### src/hdl/cba_pkg.sv
// Package for the contiguous block allocator: sizes, codes, controller states
// and the command and status structs between controller and datapath.
// Depends on nothing.
package cba_pkg;

  localparam int NUM_BLOCKS = 128;
  localparam int BLOCK_KB   = 8;
  localparam int MAX_PROCS  = 16;

  localparam int KIND_W     = 1;
  localparam int PROC_NUM_W = 4;
  localparam int KB_W       = 11;
  localparam int STATUS_W   = 2;
  localparam int FIRST_W    = 7;
  localparam int USE_W      = 8;

  localparam int BLK_W    = (NUM_BLOCKS > 1) ? $clog2(NUM_BLOCKS) : 1;
  localparam int CNT_W    = $clog2(NUM_BLOCKS + 1);
  localparam int PROC_W   = $clog2(MAX_PROCS);
  localparam int LIMIT_KB = NUM_BLOCKS * BLOCK_KB;
  localparam int LIM_W    = $clog2(LIMIT_KB + 1);
  localparam int ACC_W    = (LIM_W > KB_W) ? LIM_W : KB_W;

  typedef enum logic [STATUS_W-1:0] {
    ST_OK        = 2'd0,
    ST_NO_SPACE  = 2'd1,
    ST_NOT_FOUND = 2'd2,
    ST_BUSY      = 2'd3
  } status_t;

  typedef enum logic [KIND_W-1:0] {
    KIND_ALLOC = 1'b0,
    KIND_FREE  = 1'b1
  } kind_t;

  typedef enum logic [2:0] {
    S_CLEAR,
    S_IDLE,
    S_LOOK,
    S_SCAN,
    S_MARK,
    S_FREE,
    S_DONE
  } state_t;

  typedef struct packed {
    logic    clr_step;
    logic    load_req;
    logic    start_scan;
    logic    scan_step;
    logic    start_mark;
    logic    start_free;
    logic    run_step;
    logic    run_fill;
    logic    commit_alloc;
    logic    commit_free;
    logic    load_rsp;
    status_t rsp_status;
  } cmd_t;

  typedef struct packed {
    logic clr_last;
    logic is_free;
    logic proc_oob;
    logic slot_valid;
    logic size_bad;
    logic scan_found;
    logic scan_end;
    logic run_last;
  } sts_t;

endpackage

### src/hdl/cba_if.sv
// Handshake interfaces for the allocator request and response channels.
// Depends on cba_pkg for the field widths.
interface cba_req_if;
  import cba_pkg::*;

  logic                  valid;
  logic                  ready;
  logic [KIND_W-1:0]     kind;
  logic [PROC_NUM_W-1:0] process_num;
  logic [KB_W-1:0]       segment_kb;

  modport source (output valid, output kind, output process_num, output segment_kb,
                  input ready);
  modport sink (input valid, input kind, input process_num, input segment_kb,
                output ready);
endinterface

interface cba_rsp_if;
  import cba_pkg::*;

  logic                valid;
  logic                ready;
  logic [STATUS_W-1:0] status;
  logic [FIRST_W-1:0]  first_block;
  logic [USE_W-1:0]    blocks_in_use;

  modport source (output valid, output status, output first_block, output blocks_in_use,
                  input ready);
  modport sink (input valid, input status, input first_block, input blocks_in_use,
                output ready);
endinterface

### src/hdl/cba_ctl.sv
// Controller of the contiguous block allocator: sequences the clearing pass,
// the lookup, the bitmap scan and the run update. Depends on cba_pkg.
module cba_ctl (
  input  logic          clk,
  input  logic          rst,
  input  logic          req_valid,
  output logic          req_ready,
  output logic          rsp_valid,
  input  logic          rsp_ready,
  output cba_pkg::cmd_t cmd,
  input  cba_pkg::sts_t sts
);
  import cba_pkg::*;

  state_t  state;
  state_t  state_next;
  status_t code;
  status_t code_next;
  logic    out_valid;
  logic    slot_free;

  assign slot_free = !out_valid || rsp_ready;
  assign rsp_valid = out_valid;

  always_ff @(posedge clk) begin
    if (rst) begin
      state     <= S_CLEAR;
      code      <= ST_OK;
      out_valid <= 1'b0;
    end else begin
      state <= state_next;
      code  <= code_next;
      if (cmd.load_rsp) begin
        out_valid <= 1'b1;
      end else if (rsp_ready) begin
        out_valid <= 1'b0;
      end
    end
  end

  always_comb begin
    state_next = state;
    code_next  = code;
    unique case (state)
      S_CLEAR: begin
        if (sts.clr_last) begin
          state_next = S_IDLE;
        end
      end
      S_IDLE: begin
        if (req_valid) begin
          state_next = S_LOOK;
        end
      end
      S_LOOK: begin
        priority if (sts.proc_oob) begin
          code_next  = ST_NOT_FOUND;
          state_next = S_DONE;
        end else if (sts.is_free && !sts.slot_valid) begin
          code_next  = ST_NOT_FOUND;
          state_next = S_DONE;
        end else if (sts.is_free) begin
          state_next = S_FREE;
        end else if (sts.slot_valid) begin
          code_next  = ST_BUSY;
          state_next = S_DONE;
        end else if (sts.size_bad) begin
          code_next  = ST_NO_SPACE;
          state_next = S_DONE;
        end else begin
          state_next = S_SCAN;
        end
      end
      S_SCAN: begin
        priority if (sts.scan_found) begin
          state_next = S_MARK;
        end else if (sts.scan_end) begin
          code_next  = ST_NO_SPACE;
          state_next = S_DONE;
        end else begin
          state_next = S_SCAN;
        end
      end
      S_MARK, S_FREE: begin
        if (sts.run_last) begin
          code_next  = ST_OK;
          state_next = S_DONE;
        end
      end
      S_DONE: begin
        if (slot_free) begin
          state_next = S_IDLE;
        end
      end
      default: begin
        state_next = S_IDLE;
      end
    endcase
  end

  always_comb begin
    cmd            = '0;
    cmd.rsp_status = code;
    req_ready      = 1'b0;
    unique case (state)
      S_CLEAR: begin
        cmd.clr_step = 1'b1;
      end
      S_IDLE: begin
        req_ready    = 1'b1;
        cmd.load_req = req_valid;
      end
      S_LOOK: begin
        cmd.start_free = !sts.proc_oob && sts.is_free && sts.slot_valid;
        cmd.start_scan = !sts.proc_oob && !sts.is_free && !sts.slot_valid && !sts.size_bad;
      end
      S_SCAN: begin
        cmd.scan_step  = 1'b1;
        cmd.start_mark = sts.scan_found;
      end
      S_MARK: begin
        cmd.run_step     = 1'b1;
        cmd.run_fill     = 1'b1;
        cmd.commit_alloc = sts.run_last;
      end
      S_FREE: begin
        cmd.run_step    = 1'b1;
        cmd.run_fill    = 1'b0;
        cmd.commit_free = sts.run_last;
      end
      S_DONE: begin
        cmd.load_rsp = slot_free;
      end
      default: begin
        cmd = '0;
      end
    endcase
  end

endmodule

### src/hdl/cba_dp.sv
// Datapath of the contiguous block allocator: block bitmap memory, run tables,
// scan counters, occupancy count and response registers. Depends on cba_pkg.
module cba_dp (
  input  logic                           clk,
  input  logic                           rst,
  input  cba_pkg::cmd_t                  cmd,
  output cba_pkg::sts_t                  sts,
  input  logic [cba_pkg::KIND_W-1:0]     kind,
  input  logic [cba_pkg::PROC_NUM_W-1:0] process_num,
  input  logic [cba_pkg::KB_W-1:0]       segment_kb,
  output logic [cba_pkg::STATUS_W-1:0]   status,
  output logic [cba_pkg::FIRST_W-1:0]    first_block,
  output logic [cba_pkg::USE_W-1:0]      blocks_in_use
);
  import cba_pkg::*;

  logic                  used_mem [NUM_BLOCKS];
  logic [BLK_W-1:0]      start_mem [MAX_PROCS];
  logic [CNT_W-1:0]      len_mem [MAX_PROCS];
  logic [MAX_PROCS-1:0]  run_valid;

  kind_t                 kind_q;
  logic [PROC_NUM_W-1:0] proc_q;
  logic [KB_W-1:0]       kb_q;
  logic [BLK_W-1:0]      tab_start_q;
  logic [CNT_W-1:0]      tab_len_q;

  logic [CNT_W-1:0]      idx;
  logic [CNT_W-1:0]      eval_idx;
  logic                  eval_v;
  logic                  rd_q;
  logic [CNT_W-1:0]      run;
  logic [ACC_W-1:0]      acc;
  logic [CNT_W-1:0]      run_nx;
  logic [ACC_W-1:0]      acc_inc;
  logic [ACC_W-1:0]      acc_nx;

  logic [BLK_W-1:0]      cursor;
  logic [CNT_W-1:0]      remain;
  logic [BLK_W-1:0]      base;
  logic [CNT_W-1:0]      cnt;
  logic [CNT_W-1:0]      occ;

  logic                  mem_we;
  logic [BLK_W-1:0]      mem_wa;
  logic                  mem_wd;
  logic [PROC_W-1:0]     slot_in;
  logic [PROC_W-1:0]     slot_q;

  assign slot_in = PROC_W'(process_num);
  assign slot_q  = PROC_W'(proc_q);

  assign acc_inc = acc + ACC_W'(BLOCK_KB);
  assign run_nx  = rd_q ? '0 : run + CNT_W'(1);
  assign acc_nx  = rd_q ? '0 : acc_inc;

  always_comb begin
    sts            = '0;
    sts.clr_last   = (idx == CNT_W'(NUM_BLOCKS - 1));
    sts.is_free    = (kind_q == KIND_FREE);
    sts.proc_oob   = (int'(proc_q) >= MAX_PROCS);
    sts.slot_valid = run_valid[slot_q];
    sts.size_bad   = (kb_q == '0) || (ACC_W'(kb_q) > ACC_W'(LIMIT_KB));
    sts.scan_found = eval_v && !rd_q && (acc_inc >= ACC_W'(kb_q));
    sts.scan_end   = eval_v && (eval_idx == CNT_W'(NUM_BLOCKS - 1));
    sts.run_last   = (remain == CNT_W'(1));
  end

  always_comb begin
    mem_we = cmd.clr_step || cmd.run_step;
    mem_wa = cmd.clr_step ? idx[BLK_W-1:0] : cursor;
    mem_wd = cmd.clr_step ? 1'b0 : cmd.run_fill;
  end

  // Block bitmap: one write port, one registered read port at the scan index.
  always_ff @(posedge clk) begin
    if (mem_we) begin
      used_mem[mem_wa] <= mem_wd;
    end
    rd_q <= used_mem[idx[BLK_W-1:0]];
  end

  always_ff @(posedge clk) begin
    if (cmd.commit_alloc) begin
      start_mem[slot_q] <= base;
      len_mem[slot_q]   <= cnt;
    end
    if (cmd.load_req) begin
      tab_start_q <= start_mem[slot_in];
      tab_len_q   <= len_mem[slot_in];
    end
  end

  always_ff @(posedge clk) begin
    if (cmd.load_req) begin
      kind_q <= kind_t'(kind);
      proc_q <= process_num;
      kb_q   <= segment_kb;
    end
    if (cmd.start_mark) begin
      base   <= BLK_W'(eval_idx + CNT_W'(1) - run_nx);
      cursor <= BLK_W'(eval_idx + CNT_W'(1) - run_nx);
      cnt    <= run_nx;
      remain <= run_nx;
    end else if (cmd.start_free) begin
      base   <= tab_start_q;
      cursor <= tab_start_q;
      cnt    <= tab_len_q;
      remain <= tab_len_q;
    end else if (cmd.run_step) begin
      cursor <= cursor + BLK_W'(1);
      remain <= remain - CNT_W'(1);
    end
    if (cmd.start_scan) begin
      run <= '0;
      acc <= '0;
    end else if (cmd.scan_step && eval_v) begin
      run <= run_nx;
      acc <= acc_nx;
    end
    if (cmd.scan_step) begin
      eval_idx <= idx;
    end
    if (cmd.load_rsp) begin
      status        <= cmd.rsp_status;
      first_block   <= (cmd.rsp_status == ST_OK) ? FIRST_W'(base) : '0;
      blocks_in_use <= USE_W'(occ);
    end
  end

  always_ff @(posedge clk) begin
    if (rst) begin
      idx       <= '0;
      eval_v    <= 1'b0;
      occ       <= '0;
      run_valid <= '0;
    end else begin
      if (cmd.start_scan) begin
        idx    <= '0;
        eval_v <= 1'b0;
      end else if (cmd.clr_step || cmd.scan_step) begin
        idx    <= idx + CNT_W'(1);
        eval_v <= cmd.scan_step;
      end
      if (cmd.commit_alloc) begin
        run_valid[slot_q] <= 1'b1;
        occ               <= occ + cnt;
      end else if (cmd.commit_free) begin
        run_valid[slot_q] <= 1'b0;
        occ               <= (occ >= cnt) ? occ - cnt : '0;
      end
    end
  end

endmodule

### src/hdl/contiguous_block_allocator.sv
// First-fit contiguous block allocator, top level: controller and datapath.
// A new item is accepted only after the previous one is done. An allocate is paced by
// the bitmap scan (one block per cycle through the bitmap memory read port) and
// marking (one block per cycle on its write port); a free by clearing its run.
// After reset a clearing pass over all NUM_BLOCKS blocks runs and no item is accepted.
// Depends on cba_pkg, cba_if, cba_ctl and cba_dp.
module contiguous_block_allocator (
  input logic   clk,
  input logic   rst,
  cba_req_if.sink   req,
  cba_rsp_if.source rsp
);
  import cba_pkg::*;

  cmd_t cmd;
  sts_t sts;

  cba_ctl u_ctl (
    .clk       (clk),
    .rst       (rst),
    .req_valid (req.valid),
    .req_ready (req.ready),
    .rsp_valid (rsp.valid),
    .rsp_ready (rsp.ready),
    .cmd       (cmd),
    .sts       (sts)
  );

  cba_dp u_dp (
    .clk           (clk),
    .rst           (rst),
    .cmd           (cmd),
    .sts           (sts),
    .kind          (req.kind),
    .process_num   (req.process_num),
    .segment_kb    (req.segment_kb),
    .status        (rsp.status),
    .first_block   (rsp.first_block),
    .blocks_in_use (rsp.blocks_in_use)
  );

endmodule
### src/flat_wrapper.sv
// flat-port wrapper written by rule: the top's interface ports become plain ports
module contiguous_block_allocator_flat import cba_pkg::*;
  (clk, rst, req_valid, req_kind, req_process_num, req_segment_kb, req_ready, rsp_valid, rsp_status, rsp_first_block, rsp_blocks_in_use, rsp_ready);
  cba_req_if req_i ();
  cba_rsp_if rsp_i ();
  input logic clk;
  input logic rst;
  input wire logic [$bits(req_i.valid)-1:0] req_valid;
  input wire logic [$bits(req_i.kind)-1:0] req_kind;
  input wire logic [$bits(req_i.process_num)-1:0] req_process_num;
  input wire logic [$bits(req_i.segment_kb)-1:0] req_segment_kb;
  output wire logic [$bits(req_i.ready)-1:0] req_ready;
  output wire logic [$bits(rsp_i.valid)-1:0] rsp_valid;
  output wire logic [$bits(rsp_i.status)-1:0] rsp_status;
  output wire logic [$bits(rsp_i.first_block)-1:0] rsp_first_block;
  output wire logic [$bits(rsp_i.blocks_in_use)-1:0] rsp_blocks_in_use;
  input wire logic [$bits(rsp_i.ready)-1:0] rsp_ready;
  assign req_i.valid = req_valid;
  assign req_i.kind = req_kind;
  assign req_i.process_num = req_process_num;
  assign req_i.segment_kb = req_segment_kb;
  assign req_ready = req_i.ready;
  assign rsp_valid = rsp_i.valid;
  assign rsp_status = rsp_i.status;
  assign rsp_first_block = rsp_i.first_block;
  assign rsp_blocks_in_use = rsp_i.blocks_in_use;
  assign rsp_i.ready = rsp_ready;
  contiguous_block_allocator u_core (.clk(clk), .rst(rst), .req(req_i), .rsp(rsp_i));
endmodule
### config.mk
export PLATFORM = sky130hd
export DESIGN_NAME = contiguous_block_allocator_flat
export DESIGN_NICKNAME = d
export VERILOG_FILES = /design/src/hdl/cba_pkg.sv /design/src/hdl/cba_if.sv /design/src/hdl/cba_ctl.sv /design/src/hdl/cba_dp.sv /design/src/hdl/contiguous_block_allocator.sv /design/src/flat_wrapper.sv
export SDC_FILE = /design/constraint.sdc
export NUM_CORES = 1
export LEC_CHECK = 0
export BUFFER_PORTS_ARGS = -buffer_cell sky130_fd_sc_hd__clkbuf_2
export CAP_MARGIN = 20
export CORE_MARGIN = 3
export CORE_UTILIZATION = 31
export CTS_BUF_LIST = sky130_fd_sc_hd__clkbuf_8
export DETAILED_ROUTE_END_ITERATION = 7
export GPL_ROUTABILITY_DRIVEN = 0
export GPL_TIMING_DRIVEN = 0
export HOLD_SLACK_MARGIN = 0.03
export PLACE_DENSITY = 0.56
export SYNTH_ARGS = -nofsm -noshare
export SYNTH_HDL_FRONTEND = slang
export SYNTH_SLANG_ARGS = --single-unit
### constraint.sdc
create_clock -name clk -period 13 [get_ports clk]
set_clock_uncertainty 0.05 [all_clocks]
set_input_delay 2.6 -clock clk [delete_from_list [all_inputs] [get_ports clk]]
set_output_delay 2.6 -clock clk [all_outputs]
set_load 0.05 [all_outputs]
Word-level counts from Yosys, hierarchy flattened --
Memories as Yosys holds them, arrays and structs flattened. A register that Yosys moved wholly into a read port is not among the register bits. Cells that the tools add are included. W data, S select, Z words.
Word-level totals: register bits 129, memory bits (writable) 368, output and inout bits 19, logic and storage cells 147, memories kept 3
Memories:
- u_core.u_dp.len_mem | words 16, bits a word 8, rd ports 1, clocked after Yosys merged registers in 1, wr ports 1, RTL line cba_dp.sv:19 | logic [CNT_W-1:0] len_mem [MAX_PROCS];
- u_core.u_dp.used_mem | words 128, bits a word 1, rd ports 1, clocked after Yosys merged registers in 1, wr ports 1, RTL line cba_dp.sv:17 | logic used_mem [NUM_BLOCKS];
- u_core.u_dp.start_mem | words 16, bits a word 7, rd ports 1, clocked after Yosys merged registers in 1, wr ports 1, RTL line cba_dp.sv:18 | logic [BLK_W-1:0] start_mem [MAX_PROCS];
Cells by class: add/subtract/negate cells 9, order comparisons 5, eq/ne operators 17, muxes and demuxes 59, bitwise logic cells 3, reductions and logical operators 31
Operator list (number):
- $mux W8 | 9
- $mux W7 | 6
- $mux W16 | 2
- $mux W3 | 10
- $mux W2 | 9
- $pmux W3 S6 | 1
- $mux W1 | 17
- $add A8 B1 Y8 const B | 2
- $and A16 B16 Y16 | 1
- $eq A8 B7 Y1 const B | 2
- $not A16 Y16 | 1
- $or A16 B16 Y16 | 1
- $add A7 B1 Y7 const B | 2
- $add A11 B4 Y11 const B | 1
- $ge A11 B11 Y1 | 1
- $gt A11 B11 Y1 const B | 1
- $logic_not A11 Y1 | 1
- $mux W11 | 1
- $eq A3 B3 Y1 const B | 3
- $logic_and A1 B1 Y1 | 9
- $add A8 B8 Y8 | 1
- $eq A8 B1 Y1 const B | 1
- $ge A8 B8 Y1 | 1
- $ne A2 B2 Y1 const B | 4
- other kinds (24) | 37

Logic depth before layout (Yosys ltp) --
word-level depth 8, mapped depth 13, depth with buffers taken out 13

Modules after synthesis --
From an unflattened synthesis, not the netlist that was laid out.
Unflattened totals: cell total of the unflattened synthesis 1529, area, all modules 22379.0 um^2
By module, submodules not included:
- cba_dp | times used 1, cells an instance 1454, area each 21785.9 um^2
- cba_ctl | times used 1, cells an instance 75, area each 593.1 um^2

Worst setup path before layout --
Ideal clock, no wire load.
path kind reg2out, from register u_core.u_ctl.state[0], to output req_ready, data arrival time 2.102 ns, path slack 8.248 ns, stages on the path, launching flop included 4, cells stage by stage dfxtp_1 clkbuf_1 clkbuf_1 nor3b_1
On the way: longest elaborated chain between the ends 2
RTL lines:
- start, declared | RTL line cba_ctl.sv:15 | state_t state;
- start signal, assigned | RTL line cba_ctl.sv:31 | state <= state_next;
- $eq A3 B1 Y1 | RTL line cba_ctl.sv:105 | unique case (state)
- $mux W1 | RTL line cba_ctl.sv:105
- end, declared | RTL line flat_wrapper.sv:12 | output wire logic [$bits(req_i.ready)-1:0] req_ready;
No other way between the ends.

Final worst setup path --
Same ends and word-level chain as after synthesis.

==> flow_summary.yaml <==
drt:
  via_per_inst: 4.97
  drtAntennaViolNets: 0
  vias: 13228
  wirelength_um: 54100
  first_pass_iters: 5
  drt-initial-drc-count: 1120
  avgRoutedWirePerCell_um: 20.3
  drc: 0
job:
  maxCapViolations: 0
place:
  dp_hpwl_um: 35900
  dp_slack_ps: 7640
  io_buffer_count: 38
floorplanning:
  coreArea_um2: 70400
  std_cell_rows: 97
  start_util_pct: 31.5
  io_pins: 39
  fp.dieH_um: 273
  dieArea_um2: 74700
  fp.dieW_um: 273
logic_synthesis:
  syn_inst: 1512
  yosysTopAreaCell: "edfxtp_1"
  synth.area.top_cells: "edfxtp_1 62%, mux4_2 11%, dfxtp_1 5.1%, nor2_1 3.5%, nand2_1 2.5%"
  yosysTopAreaCellShare_pct: 61.6
  synth_commonest_cells: "454 x edfxtp_1, 206 x nor2_1, 146 x nand2_1"
  ys_seq_area_share_pct: 66.6
  synth.distinct_cells: 65
  synth_top_flop_cell: "edfxtp_1"
  synth_edf_count: 454
  syn_area_um2: 22100
  avgSynthCellArea_um2: 14.6
  ys_seq_elements: 510
  synthArstFlopShare_pct: 0
  synth.most_common_cell: "edfxtp_1"
  ys_warn_count: 0
  syn_nets: 1575
cells_and_area:
  utilization_pct: 36.3
  area_growth_pct: 15.3
  final_nets: 1722
  drive_gt1_share_pct: 18.4
  antennaDiodeCount: 0
power_and_ir_drop:
  irDropWorstVdd_v: 0.0000849
  power.total_mw: 3.83
  p_per_area_nw_per_um2: 150
  leakage_nw: 8.44
grt:
  first_global_vias: 13518
  grt_max_degree: 49
  grt_usage_pct: 14.6
  grt_overflow: 0
  grt_pass1_wl_um: 82400
  antenna_found_initial: 0
timing:
  hold_violations: 0
  worst_slack_ps: 7550
  rsz0062_at_grt: "no"
  fin_crit_sh_pct: 41.9
  finalSetupTns_ps: 0
  finalSetupViolCount: 0
  finalHoldWorstSlack_ps: 413
  finalCriticalPeriod_ps: 5450
  worst_pin_slew_ps: 1050
  slew_headroom_pct: 30.3
  report.final.slew_viol_count: 0
  fmax_mhz: 183
cts:
  clk_pin_slew_ps: 70
  post_cts_buffers: 0
  cts_buffers: 84
  cts.repair.resized: 0
  clk_latency_ps: 680
  cts_buffer_depth: 3
  cts_root_buf: "clkbuf_8"
  cts.htree.levels: 3
  cts_tree: "yes"
  cts_hold_buf: 0
  clkSinkCount: 510
worst_hold_path:
  worstHoldStart: "u_core.u_dp.idx[2]"
  min_path_cells: 0
  holdPathEnd: "u_core.u_dp.eval_idx[2]"
  hold_path_class: "register to register"
setup_path:
  startpoint_type: "register"
  crit_slowest_cell: "nor3b_1"
  r2r_slack_ps: 8730
  rr_endpoint: "u_core.u_dp.remain[1]"
  worstPathArrival_ps: 2800
  cp_num_buf_inv: 3
  timing.rr.start: "u_core.u_dp.acc[3]"
  worstPathCellList: "clkbuf_1, clkbuf_1, nor3b_1, clkbuf_2"
  cpLargestDelayFamily: "buffers and inverters"
  critical_path.max_stage_delay_ps: 570
  path_class: "register to output pin"
  cp_max_fo: 10
  critPathMostFrequentCell: "clkbuf_1"
  cp-end-kind: "output pin"
  r2r_cells: 12
  startpoint: "u_core.u_ctl.state[0]"
  crit_required_ps: 10350
outcome:
  outcome: "completed"
metrics by stage:
stage               instance area [µm²]  std cells
finish                            25500       2664
detailed placement                23900       2509
global placement                  23500       2490
global route                      25500       2664
CTS                               25500       2660
floorplan                         22100       1512
layout make-up:
| class | instances | area, µm² |
|---|---|---|
| plain buffers | 78 | 323 |
| clock buffers | 89 | 1220 |
| clock inverters | 62 | 385 |
| fillers | 6759 | 44900 |
| inverters | 48 | 180 |
| multi-input cells | 876 | 6940 |
| flip-flops and latches | 510 | 14800 |
| well taps | 940 | 1180 |
| repair buffers | 61 | 543 |
how the worst max path moves through the flow:
stage,slack [ps],depth (start not counted),to
after detailed placement,7640,5,u_core.u_dp.tab_len_q[5]
after global routing,7360,4,req_ready
after global placement,6250,3,u_core.u_dp.used_mem[16]
final,7550,4,req_ready
after CTS,7460,4,req_ready
after floorplan,8250,3,req_ready
where the power goes:
part           switching (mW)  leakage, nW  total [mW]  internal (mW)
logic                   0.405         2.93       0.615          0.210
clock network           0.656        0.939        1.36          0.700
registers              0.0248         4.57        1.86           1.83
logic make-up after synthesis:
group           synth area share, %
xor+xnor                       1.54
flops                          66.6
compound gates                 5.00
buf+inv                        2.27
fa+ha+maj                      2.53
mux                            12.2
simple gates                   9.84
state kept, by name, summed over array words and instances (netlist names), 11 cells and up:
name / count
u_core.u_dp.len_mem: 128
u_core.u_dp.kb_q: 11
u_core.u_dp.start_mem: 112
u_core.u_dp.run_valid: 16
u_core.u_dp.used_mem: 128
cell usage in the layout (no fill, tap or decap), types with 5 or more instances in the layout:
cell / instances
a21o_1: 6
clkbuf_8: 89
buf_1: 9
nor2_2: 10
clkinv_2: 7
buf_6: 6
o21a_1: 5
or2_2: 5
nor2b_1: 8
buf_8: 16
clkinv_1: 13
xnor2_1: 23
and2_1: 12
dfxtp_1: 56
o31ai_1: 8
clkbuf_1: 57
buf_2: 9
nand2_1: 146
nand3b_1: 6
a211oi_1: 8
ha_1: 40
edfxtp_1: 454
mux2i_1: 11
o21ai_0: 58
nor2_1: 195
nand4_1: 6
a22oi_1: 10
a21oi_1: 51
mux4_2: 110
or3_1: 18
xor2_1: 16
nand3_1: 29
inv_1: 80
nor3_1: 10
clkbuf_2: 38
nand2b_1: 19
layer usage:
layer	global-route usage, %	share of wire, %	vias up
li1	-	-	6007
met2	23.4	48	441
met4	5.03	2.9	0
met3	2.90	6.1	106
met1	19.7	43	6674
met5	0	0	-
No activity file was read; power rests on OpenSTA's default activity.
